## src/lfsa_pkg.sv

```systemverilog
package lfsa_pkg;

  localparam int NUM_SLOTS = 64;
  localparam int SLOT_W    = $clog2(NUM_SLOTS);
  localparam int OUT_IDX_W = 6;
  localparam int IDX_W     = (SLOT_W > OUT_IDX_W) ? SLOT_W : OUT_IDX_W;
  localparam int TIME_W    = 32;

  typedef struct packed {
    logic [OUT_IDX_W-1:0] slot_index;
    logic                 is_target;
    logic                 no_slot;
  } lfsa_res_t;

  typedef struct packed {
    logic              rd_en;
    logic [SLOT_W-1:0] rd_addr;
    logic              wr_en;
    logic [SLOT_W-1:0] wr_addr;
    logic [TIME_W-1:0] wr_data;
  } lfsa_ram_req_t;

endpackage

```

## src/lfsa_ifs.sv

```systemverilog
interface lfsa_req_if;
  import lfsa_pkg::*;

  logic              valid;
  logic              ready;
  logic [TIME_W-1:0] arrival_time;
  logic [TIME_W-1:0] release_time;

  modport source (output valid, output arrival_time, output release_time, input ready);
  modport sink (input valid, input arrival_time, input release_time, output ready);
endinterface

interface lfsa_rsp_if;
  import lfsa_pkg::*;

  logic                 valid;
  logic                 ready;
  logic [OUT_IDX_W-1:0] slot_index;
  logic                 is_target;
  logic                 no_slot;

  modport source (output valid, output slot_index, output is_target, output no_slot,
                  input ready);
  modport sink (input valid, input slot_index, input is_target, input no_slot,
                output ready);
endinterface

```

## src/lowest_free_slot_timed_allocator.sv

```systemverilog
// channel  | dir | payload                              | handshake
// req      | in  | arrival_time[31:0] release_time[31:0] | valid/ready
// rsp      | out | slot_index[5:0] is_target no_slot     | valid/ready
// cfg      | in  | cfg_wdata[31:0] (target_arrival)      | cfg_we, no ready
//
// one word in flight: its slots are compared from slot 0 upward, one slot a cycle, as set
// by the single read port of the slot memory, until a free slot is found or all NUM_SLOTS are
// compared; the result is then offered from hold and the next word is taken after it leaves hold
// reset clears all slot free times at once through per-slot written flags, no sweep
// a finished result waits in the output register; the next word is taken meanwhile
// and its scan stalls in hold only if the output register is still full
module lowest_free_slot_timed_allocator (
  input  logic                        clk,
  input  logic                        rst,
  input  logic                        cfg_we,
  input  logic [lfsa_pkg::TIME_W-1:0] cfg_wdata,
  lfsa_req_if.sink                    req,
  lfsa_rsp_if.source                  rsp
);
  import lfsa_pkg::*;

  logic [TIME_W-1:0] target;
  lfsa_ram_req_t     ram_req;
  logic [TIME_W-1:0] ram_rd_data;
  logic              res_valid;
  logic              res_ready;
  lfsa_res_t         res;
  logic              out_valid;
  lfsa_res_t         out_word;

  always_ff @(posedge clk) begin
    if (rst) begin
      target <= '0;
    end else if (cfg_we) begin
      target <= cfg_wdata;
    end
  end

  lfsa_slot_ram u_ram (
    .clk     (clk),
    .rst     (rst),
    .ram_req (ram_req),
    .rd_data (ram_rd_data)
  );

  lfsa_scan u_scan (
    .clk         (clk),
    .rst         (rst),
    .target      (target),
    .req         (req),
    .ram_req     (ram_req),
    .ram_rd_data (ram_rd_data),
    .res_valid   (res_valid),
    .res         (res),
    .res_ready   (res_ready)
  );

  assign res_ready = !out_valid || rsp.ready;

  always_ff @(posedge clk) begin
    if (rst) begin
      out_valid <= 1'b0;
    end else if (res_valid && res_ready) begin
      out_valid <= 1'b1;
    end else if (rsp.ready) begin
      out_valid <= 1'b0;
    end
  end

  always_ff @(posedge clk) begin
    if (res_valid && res_ready) begin
      out_word <= res;
    end
  end

  assign rsp.valid      = out_valid;
  assign rsp.slot_index = out_word.slot_index;
  assign rsp.is_target  = out_word.is_target;
  assign rsp.no_slot    = out_word.no_slot;

endmodule

```

## src/lfsa_slot_ram.sv

```systemverilog
module lfsa_slot_ram (
  input  logic                           clk,
  input  logic                           rst,
  input  lfsa_pkg::lfsa_ram_req_t        ram_req,
  output logic [lfsa_pkg::TIME_W-1:0]    rd_data
);
  import lfsa_pkg::*;

  logic [TIME_W-1:0]    mem [NUM_SLOTS];
  logic [NUM_SLOTS-1:0] written;
  logic [TIME_W-1:0]    rd_q;
  logic                 rd_written;

  always_ff @(posedge clk) begin
    if (ram_req.wr_en) begin
      mem[ram_req.wr_addr] <= ram_req.wr_data;
    end
    if (ram_req.rd_en) begin
      rd_q <= mem[ram_req.rd_addr];
    end
  end

  // a slot never written since reset reads as free at time zero
  always_ff @(posedge clk) begin
    if (rst) begin
      written    <= '0;
      rd_written <= 1'b0;
    end else begin
      if (ram_req.wr_en) begin
        written[ram_req.wr_addr] <= 1'b1;
      end
      if (ram_req.rd_en) begin
        rd_written <= written[ram_req.rd_addr];
      end
    end
  end

  assign rd_data = rd_written ? rd_q : '0;

endmodule

```

## src/lfsa_scan.sv

```systemverilog
module lfsa_scan (
  input  logic                        clk,
  input  logic                        rst,
  input  logic [lfsa_pkg::TIME_W-1:0] target,
  lfsa_req_if.sink                    req,
  output lfsa_pkg::lfsa_ram_req_t     ram_req,
  input  logic [lfsa_pkg::TIME_W-1:0] ram_rd_data,
  output logic                        res_valid,
  output lfsa_pkg::lfsa_res_t         res,
  input  logic                        res_ready
);
  import lfsa_pkg::*;

  localparam logic [1:0] ST_IDLE = 2'd0;
  localparam logic [1:0] ST_SCAN = 2'd1;
  localparam logic [1:0] ST_HOLD = 2'd2;

  logic [1:0]        state;
  logic [TIME_W-1:0] arrive;
  logic [TIME_W-1:0] leave;
  logic [SLOT_W-1:0] chk_idx;
  logic [IDX_W-1:0]  pick_ext;
  logic              accept;
  logic              slot_free;
  logic              last;
  logic              scanning;

  assign req.ready = (state == ST_IDLE);
  assign accept    = req.valid && req.ready;
  assign scanning  = (state == ST_SCAN);
  assign slot_free = (ram_rd_data <= arrive);
  assign last      = (chk_idx == SLOT_W'(NUM_SLOTS - 1));
  assign pick_ext  = IDX_W'(chk_idx);
  assign res_valid = (state == ST_HOLD);

  // read data in SCAN belongs to chk_idx; next read goes out only while still searching
  always_comb begin
    ram_req.rd_en   = accept || (scanning && !slot_free && !last);
    ram_req.rd_addr = accept ? '0 : chk_idx + SLOT_W'(1);
    ram_req.wr_en   = scanning && slot_free;
    ram_req.wr_addr = chk_idx;
    ram_req.wr_data = leave;
  end

  always_ff @(posedge clk) begin
    if (rst) begin
      state   <= ST_IDLE;
      chk_idx <= '0;
    end else begin
      case (state)
        ST_IDLE: begin
          if (accept) begin
            chk_idx <= '0;
            state   <= ST_SCAN;
          end
        end
        ST_SCAN: begin
          if (slot_free || last) begin
            state <= ST_HOLD;
          end else begin
            chk_idx <= chk_idx + SLOT_W'(1);
          end
        end
        ST_HOLD: begin
          if (res_ready) begin
            state <= ST_IDLE;
          end
        end
        default: begin
          state <= ST_IDLE;
        end
      endcase
    end
  end

  always_ff @(posedge clk) begin
    if (accept) begin
      arrive        <= req.arrival_time;
      leave         <= req.release_time;
      res.is_target <= (req.arrival_time == target);
    end
    if (scanning && slot_free) begin
      res.slot_index <= pick_ext[OUT_IDX_W-1:0];
      res.no_slot    <= 1'b0;
    end else if (scanning && last) begin
      res.slot_index <= '0;
      res.no_slot    <= 1'b1;
    end
  end

  a_write_ends_scan: assert property (@(posedge clk) disable iff (rst)
    ram_req.wr_en |=> (state == ST_HOLD))
    else $error("slot write did not end the scan");

  a_one_write: assert property (@(posedge clk) disable iff (rst)
    ram_req.wr_en |=> !ram_req.wr_en)
    else $error("more than one slot written for a word");

  a_no_slot_zero: assert property (@(posedge clk) disable iff (rst)
    (res_valid && res.no_slot) |-> (res.slot_index == '0))
    else $error("no_slot result carries a nonzero index");

  a_scan_starts_low: assert property (@(posedge clk) disable iff (rst)
    accept |=> (scanning && (chk_idx == '0)))
    else $error("scan did not start at slot zero");

  a_full_scan_no_write: assert property (@(posedge clk) disable iff (rst)
    (scanning && last && !slot_free) |=> (res_valid && res.no_slot))
    else $error("exhausted scan did not report no_slot");

endmodule

```

## src/flat_wrapper.sv

```systemverilog
// flat-port wrapper written by rule: the top's interface ports become plain ports
module lowest_free_slot_timed_allocator_flat import lfsa_pkg::*;
  (clk, rst, cfg_we, cfg_wdata, req_valid, req_arrival_time, req_release_time, req_ready, rsp_valid, rsp_slot_index, rsp_is_target, rsp_no_slot, rsp_ready);
  lfsa_req_if req_i ();
  lfsa_rsp_if rsp_i ();
  input  logic clk;
  input  logic rst;
  input  logic cfg_we;
  input  logic [lfsa_pkg::TIME_W-1:0] cfg_wdata;
  input wire logic [$bits(req_i.valid)-1:0] req_valid;
  input wire logic [$bits(req_i.arrival_time)-1:0] req_arrival_time;
  input wire logic [$bits(req_i.release_time)-1:0] req_release_time;
  output wire logic [$bits(req_i.ready)-1:0] req_ready;
  output wire logic [$bits(rsp_i.valid)-1:0] rsp_valid;
  output wire logic [$bits(rsp_i.slot_index)-1:0] rsp_slot_index;
  output wire logic [$bits(rsp_i.is_target)-1:0] rsp_is_target;
  output wire logic [$bits(rsp_i.no_slot)-1:0] rsp_no_slot;
  input wire logic [$bits(rsp_i.ready)-1:0] rsp_ready;
  assign req_i.valid = req_valid;
  assign req_i.arrival_time = req_arrival_time;
  assign req_i.release_time = req_release_time;
  assign req_ready = req_i.ready;
  assign rsp_valid = rsp_i.valid;
  assign rsp_slot_index = rsp_i.slot_index;
  assign rsp_is_target = rsp_i.is_target;
  assign rsp_no_slot = rsp_i.no_slot;
  assign rsp_i.ready = rsp_ready;
  lowest_free_slot_timed_allocator u_core (.clk(clk), .rst(rst), .cfg_we(cfg_we), .cfg_wdata(cfg_wdata), .req(req_i), .rsp(rsp_i));
endmodule
```

## config.mk

```make
export PLATFORM = sky130hd
export DESIGN_NAME = lowest_free_slot_timed_allocator_flat
export DESIGN_NICKNAME = d
export VERILOG_FILES = /design/src/lfsa_pkg.sv /design/src/lfsa_ifs.sv /design/src/lowest_free_slot_timed_allocator.sv /design/src/lfsa_slot_ram.sv /design/src/lfsa_scan.sv /design/src/flat_wrapper.sv
export SDC_FILE = /design/constraint.sdc
export NUM_CORES = 2
export LEC_CHECK = 0
export ABC_AREA = 1
export BUFFER_PORTS_ARGS = -buffer_cell sky130_fd_sc_hd__buf_4
export CELL_PAD_IN_SITES_DETAIL_PLACEMENT = 0
export CELL_PAD_IN_SITES_GLOBAL_PLACEMENT = 1
export CORE_AREA = 4 4 487 489
export DETAILED_ROUTE_END_ITERATION = 8
export DIE_AREA = 0 0 491 493
export PLACE_DENSITY_LB_ADDON = 0.12
export SETUP_SLACK_MARGIN = 0.1
export SYNTH_ARGS = -nofsm -noshare
export SYNTH_HDL_FRONTEND = slang
export SYNTH_SLANG_ARGS = --single-unit
export TNS_END_PERCENT = 20
```

## constraint.sdc

```tcl
create_clock -name clk -period 5.31 [get_ports clk]
set_input_delay 0.2655 -clock clk [delete_from_list [all_inputs] [get_ports clk]]
set_output_delay 0.2655 -clock clk [all_outputs]
set_load 0.1 [all_outputs]
```

==> metrics.yaml <==
path_clk_slew_ns: 0.06
syn-num-nets: 6894
first_pass_iters: 6
grt_pass1_wl_mm: 428
crit_path_start_kind: "flop"
min_path_type: "in2reg"
place.gp.congestion: 0.864
max-slew-margin-rel_pct: 15.3
overflow: 0
period_share_pct: 79.4
cts_tree: "built"
ys.flop_type: "edfxtp_1"
area_growth_syn_to_layout_pct: 15.4
r2r_start: "u_core.u_ram.rd_written$_SDFFE_PP0P_"
setup_ws_ns: 1.09
cts.sinks: 2266
post_cts_buffers: 0
yosys_warnings: 0
grtUsageTotal_pct: 24.3
synthDistinctLibCells: 40
ir_drop_mv: 0.388
timing.fmax_mhz: 237
cap_violations: 0
hpwlAfterDp_mm: 173
clkPwrFrac_pct: 39.4
dr_total_vias: 57600
worstPathMaxFanout: 37
die_x_um: 491
floorplan.rows: 177
finalHoldWorstSlack_ns: 0.110
wl_mm: 302
min-delay-start: "req_release_time[18]"
syn_avg_cell_area_sq_um: 13.7
final_hold_viol_count: 0
synth_area_sq_um: 92700
p_sw_mw: 11.3
seqPwrFrac_pct: 47.0
synth-xor-area-share_pct: 0.265
start_util_pct: 39.9
critPathRequiredTime_ns: 5.84
grt_max_degree: 134
setup_viol: 0
startpoint: "u_core.u_ram.rd_written$_SDFFE_PP0P_"
comb_power_share_pct: 13.6
core_sq_um: 232000
status: "finished, final reports clean"
p_int_mw: 31.1
synth_sequential_area_ratio_pct: 72.3
drtIter0Drc: 6077
synth.ff_latch_count: 2266
fin_nets: 7091
end_kind: "flop"
rsz0062_at_grt: "false"
p_per_area_nw_per_um2: 397
synth_cells: 6760
power.leakage_nw: 34.0
criticalPathCategory: "reg2reg"
cts_buffers: 237
clk_path_buf_depth: 3
synth.area.mux_share_pct: 0
cp.arrival_ns: 4.75
synthAdderAreaFrac_pct: 0.446
drive_gt1_share_pct: 15.2
synth_top_family_by_area: "simple AND/OR/NAND/NOR gates"
swShare_pct: 26.7
drc: 0
dpl_worst_slack_ns: 1.16
clock_latency_ns: 0.88
yosys.area_share.simple_pct: 14.7
finClkSkew_ns: 0.0366
cts-root-buf: "clkbuf_16"
via_per_inst: 5.64
nFillCells: 20500
cts_hold_buf: 128
period_needed_ns: 4.22
first_global_vias: 56700
layout_common_cells: "edfxtp_1, nand3_1, o211ai_1"
maxSlewViolCount: 0
finalSetupTns_ns: 0
synth_edf_count: 2159
io_pins: 111
ys_async_sr_fraction_pct: 0
portBuffers: 110
grt_antenna_before_repair: 17
htree_num_levels: 4
wl_per_cell_um: 29.5
regArea_sq_um: 67000
layout_commonest_cell: "edfxtp_1"
die_y_um: 493
multiInputGateArea_sq_um: 23200
die_area_sq_um: 242000
antenna_left: 0
worstMarginPinSlew_ns: 1.27
synth_compound_area_share_pct: 9.27
ctsResizeCount: 0
routing by layer:
metal | GRT usage [%] | vias to the layer above | part of all wire, %
met3 | 4.30 | 412 | 6.5
met5 | 0 | - | 0.0053
met2 | 38.5 | 1866 | 46
li1 | - | 26000 | -
met1 | 34.1 | 29400 | 44
met4 | 8.17 | 2 | 3.5
synth_stat cells (2+ instances only):
cell type | instances | area, sq um
ha_1 | 33 | 413
o211ai_1 | 1024 | 7690
dfxtp_1 | 107 | 2140
xnor2_1 | 7 | 61.3
nand2_1 | 244 | 916
a21oi_1 | 85 | 425
inv_1 | 183 | 687
buf_6 | 2 | 22.5
clkbuf_2 | 11 | 55.1
o21a_1 | 2 | 15.0
edfxtp_1 | 2159 | 64800
nand3b_1 | 2 | 15.0
inv_2 | 4 | 15.0
nand3_1 | 1050 | 5260
buf_1 | 62 | 233
o21ai_0 | 87 | 435
or2_1 | 684 | 4280
or2_0 | 5 | 31.3
nor4_1 | 4 | 25.0
or2_2 | 335 | 2100
nand4_1 | 27 | 169
nor2_1 | 167 | 627
nor2_2 | 4 | 25.0
nor3b_1 | 2 | 15.0
buf_2 | 159 | 796
nand2_4 | 2 | 22.5
clkbuf_1 | 255 | 957
xor2_1 | 21 | 184
nor3_1 | 12 | 60.1
buf_4 | 11 | 82.6
worst paths after layout:
| path | slack [ns] | to | cells after the start |
|---|---|---|---|
| hold / removal | 0.11 | u_core.u_scan.leave[18]$_DFFE_PP_ | 2 |
| hold reg to reg | 0.46 | u_core.u_ram.written[6]$_SDFFE_PP0P_ | 2 |
| setup / recovery | 1.09 | u_core.u_ram.mem[48][27]$_DFFE_PP_ | 16 |
| setup reg to reg | 1.09 | u_core.u_ram.mem[48][27]$_DFFE_PP_ | 16 |
power by group through the flow:
stage	Clock [mW]	Combinational, mW	Sequential, mW
floorplan	0	3.00	20.4
global placement	0	5.68	20.3
detailed placement	0	5.69	20.3
CTS	17.0	5.79	20.0
global route	17.8	6.17	20.0
finish	16.7	5.77	20.0
registers in the layout (all words and copies together) (netlist names):
register	cells
u_core.rsp.is_target	1
u_core.rsp.no_slot	1
u_core.rsp.slot_index	6
u_core.rsp.valid	1
u_core.target	32
u_core.u_ram.mem	2048
u_core.u_ram.rd_q	32
u_core.u_ram.rd_written	1
u_core.u_ram.written	64
u_core.u_scan.arrive	32
u_core.u_scan.chk_idx	6
u_core.u_scan.leave	32
u_core.u_scan.res	8
u_core.u_scan.state	2
area by class of cell:
| class | count | share of cell area, % |
|---|---|---|
| flip-flops and latches | 2266 | 62.6 |
| multi-input cells | 3805 | 21.7 |
| clock buffers | 302 | 5.88 |
| repair buffers | 458 | 4.10 |
| well taps | 3043 | 3.56 |
| clock inverters | 147 | 1.37 |
| inverters | 189 | 0.693 |
| diodes | 7 | 0.0164 |
through the flow:
step / std cells / utilization [%] / area, sq um / total power, mW
5_1_grt: 10200 / 46.0 / 107000 / 43.9
3_3_place_gp: 9633 / 42.1 / 97900 / 26.0
6_report: 10200 / 46.0 / 107000 / 42.4
2_1_floorplan: 6760 / - / 92700 / 23.4
4_1_cts: 10200 / 46.0 / 107000 / 42.8
3_5_place_dp: 9633 / 42.1 / 97900 / 26.0
critical path: stages (launching register included):
cell	delay, ns
dfxtp_1	0.74
buf_4	0.31
nand2_1	0.08
inv_1	0.07
ha_1	0.25
a21oi_1	0.15
o21ai_0	0.11
a21oi_1	0.15
nand2_1	0.07
nand2_1	0.05
nand2_1	0.14
a21oi_4	0.32
buf_12	0.27
nand2_1	0.07
buf_4	0.19
nor2_4	0.43
buf_4	0.42
cells by family after synthesis:
family                     count (synthesis)
xor gates and xnor gates                  28
adders and majority gates                 33
buffers and inverters                    689
and+or+nand+nor                         2542
DFF                                     2266
AOI/OAI and AO/OA                       1202
(Power assumes the default switching activity.)
